<file path="config.mk">
export PLATFORM = sky130hd
export DESIGN_NAME = atan2_divider
export DESIGN_NICKNAME = d
export VERILOG_FILES = /design/src/design/atan2_pkg.sv /design/src/design/atan2_divider.sv
export SDC_FILE = /design/constraint.sdc
export NUM_CORES = 2
export LEC_CHECK = 0
export BUFFER_PORTS_ARGS = -buffer_cell sky130_fd_sc_hd__buf_2
export CAP_MARGIN = 20
export CORE_ASPECT_RATIO = 1.25
export CORE_MARGIN = 2
export CORE_UTILIZATION = 65
export DETAILED_ROUTE_END_ITERATION = 12
export MAX_ROUTING_LAYER = met4
export PLACE_DENSITY = 0.9
export SYNTH_ARGS = -nofsm -noshare
export SYNTH_HDL_FRONTEND = slang
export SYNTH_SLANG_ARGS = --single-unit
</file>
<file path="constraint.sdc">
create_clock -name aclk -period 7.55 [get_ports aclk]
set_clock_uncertainty 0.15 [all_clocks]
set_input_delay 0.755 -clock aclk [delete_from_list [all_inputs] [get_ports aclk]]
set_output_delay 0.755 -clock aclk [all_outputs]
set_load 0.01 [all_outputs]
</file>
<file path="src/design/atan2_pkg.sv">
`default_nettype none
package atan2_pkg;
    localparam int ANGLE_W = 23;
    localparam int Q_W     = 25;
    localparam logic [24:0] Q24_ONE     = 25'd16777216;
    localparam logic [23:0] Q24_THIRD   = 24'd5592405;
    localparam logic [23:0] Q24_FIFTH   = 24'd3355443;
    localparam logic [23:0] Q24_SEVENTH = 24'd2396745;
    localparam logic [25:0] Q24_HALF_PI = 26'd26353589;
    localparam logic [25:0] Q24_PI      = 26'd52707179;

    // case flags carried alongside the data up to the quadrant placement stage
    typedef struct packed {
        logic neg_y;
        logic neg_x;
        logic zero_x;
        logic zero_y;
        logic diag;
        logic swap;
    } atan2_flags_t;
endpackage
`default_nettype wire

</file>
<file path="src/design/atan2_divider.sv">
`default_nettype none
// Pipelined restoring divider: one quotient bit per stage, 24 stages.
// Forms floor(num*2^24/den) for num < den; payload registers are not reset.
module atan2_divider #(
    parameter int MAG_W = 32
) (
    input  wire                     aclk,
    input  wire                     aresetn,
    input  wire                     en,
    input  wire                     in_valid,
    input  wire [MAG_W-1:0]         in_num,
    input  wire [MAG_W-1:0]         in_den,
    input  atan2_pkg::atan2_flags_t in_flags,
    output logic                    out_valid,
    output logic [23:0]             out_q,
    output atan2_pkg::atan2_flags_t out_flags
);
    import atan2_pkg::*;

    localparam int STAGES = 24;

    logic [MAG_W:0]   rem_reg   [STAGES];
    logic [MAG_W-1:0] den_reg   [STAGES];
    logic [23:0]      q_reg     [STAGES];
    atan2_flags_t     flags_reg [STAGES];
    logic [STAGES-1:0] valid_reg;

    always_ff @(posedge aclk) begin
        if (!aresetn) begin
            valid_reg <= '0;
        end else if (en) begin
            valid_reg <= {valid_reg[STAGES-2:0], in_valid};
        end
    end

    for (genvar i = 0; i < STAGES; i++) begin : g_stage
        logic [MAG_W:0]   rem_in;
        logic [MAG_W-1:0] den_in;
        logic [23:0]      q_in;
        atan2_flags_t     flags_in;
        logic [MAG_W+1:0] shifted;
        logic             take;
        if (i == 0) begin : g_first
            assign rem_in   = {1'b0, in_num};
            assign den_in   = in_den;
            assign q_in     = '0;
            assign flags_in = in_flags;
        end else begin : g_rest
            assign rem_in   = rem_reg[i-1];
            assign den_in   = den_reg[i-1];
            assign q_in     = q_reg[i-1];
            assign flags_in = flags_reg[i-1];
        end
        assign shifted = {rem_in, 1'b0};
        assign take    = shifted >= {2'b00, den_in};
        always_ff @(posedge aclk) begin
            if (en) begin
                rem_reg[i]   <= take ? (MAG_W+1)'(shifted - {2'b00, den_in})
                                     : shifted[MAG_W:0];
                den_reg[i]   <= den_in;
                q_reg[i]     <= {q_in[22:0], take};
                flags_reg[i] <= flags_in;
            end
        end
    end

    assign out_valid = valid_reg[STAGES-1];
    assign out_q     = q_reg[STAGES-1];
    assign out_flags = flags_reg[STAGES-1];
endmodule
`default_nettype wire

</file>
== Yosys cells after proc, flatten, opt, wreduce, memory -nomap -nowiden ==
Memory sizes are Yosys's and may differ from the RTL's.
Cells that the tools add are included.
Operators by class
  $add $sub $neg: 24
  multiply operators: 0
  divide/modulo/power cells: 0
  $lt $le $gt $ge: 24
  eq/ne operators: 0
  shift operators: 0
  muxes and demuxes: 26
  bitwise operators: 0
  reductions and logical operators: 0
Operators with widths (count)
  2-to-1 mux 33 bit: 24
  subtractor 33 x 32 -> 33 bit: 24
  >= comparator 34 x 32 -> 1 bit: 23
  >= comparator 33 x 32 -> 1 bit: 1
  2-to-1 mux 1 bit: 2
Word-level totals
  register bits: 24
  latch bits: 0
  RAM bits: 2280
  bits in read-only memories: 0
  input bits: 74
  output and inout bits: 31
  logic and storage cells: 79
  memories kept: 4
Memories
  rem_reg: words 24, bits a word 33, rd ports 23, clocked after Yosys merged registers in 0, write ports 24, line atan2_divider.sv:22  | logic [MAG_W:0] rem_reg [STAGES];
  den_reg: words 24, bits a word 32, rd ports 23, clocked after Yosys merged registers in 0, write ports 24, line atan2_divider.sv:23  | logic [MAG_W-1:0] den_reg [STAGES];
  q_reg: words 24, bits a word 24, rd ports 24, clocked after Yosys merged registers in 0, write ports 24, line atan2_divider.sv:24  | logic [23:0] q_reg [STAGES];
  flags_reg: words 24, bits a word 6, rd ports 24, clocked after Yosys merged registers in 0, write ports 24, line atan2_divider.sv:25  | atan2_flags_t flags_reg [STAGES];

== Logic depth before layout (Yosys ltp) ==
An unclocked memory read counts as a cell.
  word-level depth: 3
  depth in mapped cells: 16
  gate-level depth less buffers: 14

== Worst setup path before layout ==
No wires, ideal clock.
  path type: input to register
  from: in in_den[1]
  to: mem rem_reg[0][17] (netlist name) (data pin)
  library setup time: 260 ps
  arrival: 3265 ps
  slack: 3876 ps
  stages: 12
  path buffers: 1
  cell sequence: inv_1 > ha_1 > a21o_1 > a21o_1 > a21oi_1 > o21ai_0 > a221oi_1 > o21ba_2 > o221a_2 > o211ai_2 > buf_2 > mux2_2
RTL lines
  from (decl): line atan2_divider.sv:12  | input wire [MAG_W-1:0] in_den,
  to (decl): line atan2_divider.sv:22

==> run metrics <==
max-slew violations 0; Largest register FFs 759; fmax 174 MHz; postcts setup bufs 0; total number of vias 75529; 1st-iter DRT viols 5901; clk root buf clkbuf_16; Netlist cell types 97; Setup violations, final 0; FILL cells 10929; WL/cell 22.9 µm; Detailed Place HPWL 211000 µm; Die Wd 368 µm; post-synth top area share 0.540; Skew-Pair Late Insertion Delay 900 ps; maximum clock insertion buffer count 3; Placer Congestion 1.06; top-count cell post-synth edfxtp_1; Starting Density 0.653; height of the die 459 µm; CTS clock-pin slew for the worst setup and hold paths 60 ps; Rel. slew slack 0.155; IO Pins 105; Nets 10653; slowest CP cell o31ai_1; most frequent cells after synthesis 1939 x edfxtp_1, 965 x inv_1, 789 x nand2_1; Pwr Density 435 nW/µm²; Setup TNS 0 ps; synthesized flop and latch total 1963; Core Area 165000 µm²; die area 169000 µm²; Post-synth EDFFs 1939; Num Clock Sinks 1963; asr flop ratio synth 0; TritonRoute pass-1 iters 6; CP Cell Sequence fa_1, nor2b_1, o21ai_0, a211o_1, a21oi_1, nor4b_1, o41ai_1, a31oi_1, o21ai_1, a21oi_4, buf_4, o31ai_1; Resized cells post-CTS 0; required time of the critical path 7910 ps; Period minus WS final 5760 ps; worst hold path depth 2; Worst EP arrival 6120 ps; Remaining Overflow, GRT 0; maximum vdd drop 0.299 mV; H-tree levels 4; Post-DP Area 111000 µm²; GRT Overall Usage 0.337; largest net degree at the start of global routing 188; Synth Instances 9630; Critical Path Max Stage Delay 1070 ps; status finished clean; fin crit share 0.763; cell taking the most area after synthesis edfxtp_1; vias in the first global route 78505; first-pass GRT wire length 425000 µm; post-synthesis area per instance 11.2 µm²; number of hold violations in the final report 0; I/O Buffers 104; Seq/Total Area, Yosys 0.545; WL final 279000 µm; Layout Area Growth over Synthesis 9.22%; mapped cell area 108000 µm²; initial antenna violation count 8; top_reg_cell synth edfxtp_1; via/cell ratio 6.21; Leakage 48.1 nW; R2R depth 12; worst-margin pin slew 1270 ps; unrepaired setup endpoints after global routing no; CTS tree built; Setup CP Type reg2reg; # rows 167; Final ANT Viol Nets 0; # hold bufs at CTS 38; top cells by area, synth edfxtp_1 54%, ha_1 8.9%, a21oi_1 3.6%, o21ai_0 3.5%, inv_1 3.4%; Pwr Total 51.2 mW; DRC violations left 0; net count after synthesis 10494; CP max FO 57; clock buffer count from CTS 192; Crit. End Element register; startpoint types register; Max-Cap Viols 0; share of cells above drive strength 1 0.0698; synthesis warning total 0; Hold WC Path Type in2reg; post-route cell area 118000 µm²
## placed cells by master (no fill, tap or decap), types with 33 or more instances in the layout
| cell | netlist | layout |
|---|---|---|
| a211oi_1 | 35 | 35 |
| a21o_1 | 424 | 423 |
| a21oi_1 | 783 | 779 |
| a31oi_1 | 94 | 94 |
| and2_1 | 38 | 38 |
| and3_1 | 75 | 75 |
| buf_2 | 44 | 105 |
| buf_4 | 8 | 61 |
| clkbuf_16 | 0 | 196 |
| clkinv_1 | 0 | 41 |
| clkinv_2 | 0 | 39 |
| dlygate4sd3_1 | 0 | 38 |
| edfxtp_1 | 1939 | 1939 |
| ha_1 | 767 | 767 |
| inv_1 | 965 | 965 |
| mux2_2 | 134 | 134 |
| nand2_1 | 789 | 789 |
| nand2b_1 | 112 | 112 |
| nand3_1 | 161 | 161 |
| nand4_1 | 120 | 120 |
| nor2_1 | 472 | 471 |
| nor2b_1 | 152 | 152 |
| nor3_1 | 113 | 113 |
| o21a_1 | 82 | 80 |
| o21ai_0 | 761 | 761 |
| o21bai_1 | 98 | 98 |
| o31ai_1 | 59 | 59 |
| or2_2 | 33 | 33 |
| xnor2_1 | 367 | 367 |
| xor2_1 | 267 | 267 |
## critical path: cells and delay by family, from the launching register on
kind / cells / cell delay (ps)
AOI/OAI and AO/OA: 8 / 3530
adders and majority gates: 1 / 500
buffers and inverters: 1 / 290
DFF: 1 / 520
and+or+nand+nor: 2 / 290
## kinds of logic after synthesis
group                    Yosys count  synth area share
buffers and inverters           1220            0.0435
AND/OR/NAND/NOR                 2191            0.0961
XOR/XNOR                         634            0.0515
flip-flops                      1963             0.545
multiplexers                     194            0.0199
adder cells (fa/ha/maj)          790            0.0934
AO/OA/AOI/OAI                   2638             0.151
## area by class of cell
| type | instances | area (µm²) | area share |
|---|---|---|---|
| diodes | 7 | 17.5 | 0.000149 |
| clock buffers | 227 | 5050 | 0.0429 |
| clock inverters | 128 | 1450 | 0.0123 |
| inverters | 966 | 3630 | 0.0308 |
| multi-input cells | 6447 | 44400 | 0.378 |
| flip-flops and latches | 1963 | 58700 | 0.499 |
| well taps | 2197 | 2750 | 0.0234 |
| repair buffers | 219 | 1630 | 0.0138 |
## per-stage QoR
step / utilization / setup slack [ps] / std cells / hold slack [ps]
after floorplan: - / 3880 / 9630 / 250
after global placement: 0.671 / 2180 / 11748 / 250
after detailed placement: 0.671 / 2090 / 11750 / 255
after CTS: 0.713 / 2000 / 12143 / 9.55
after global routing: 0.713 / 1620 / 12152 / 15.7
final: 0.713 / 1790 / 12154 / 36.8
## layer usage
layer / global-route usage / part of all wire / up-vias
li1: - / - / 35402
met1: 0.266 / 0.29 / 36101
met2: 0.641 / 0.55 / 2743
met3: 0.0456 / 0.038 / 1283
met4: 0.330 / 0.12 / 0
met5: - / 0 / -
## power by group
| part | switching [mW] | internal (mW) | leakage [nW] | total, mW |
|---|---|---|---|---|
| registers | 1.70 | 16.1 | 19.1 | 17.8 |
| logic | 14.2 | 9.42 | 25.8 | 23.6 |
| clock network | 4.30 | 5.53 | 3.16 | 9.83 |
## final timing paths
path	from	endpoint	slack (ps)
max	den_reg[1][128]	rem_reg[1][173]	1790
min	in_num[7]	rem_reg[0][8]	40
max reg2reg	den_reg[1][128]	rem_reg[1][173]	1790
min reg2reg	flags_reg[2][7]	flags_reg[2][13]	240
No activity file was read; power rests on OpenSTA's default activity.
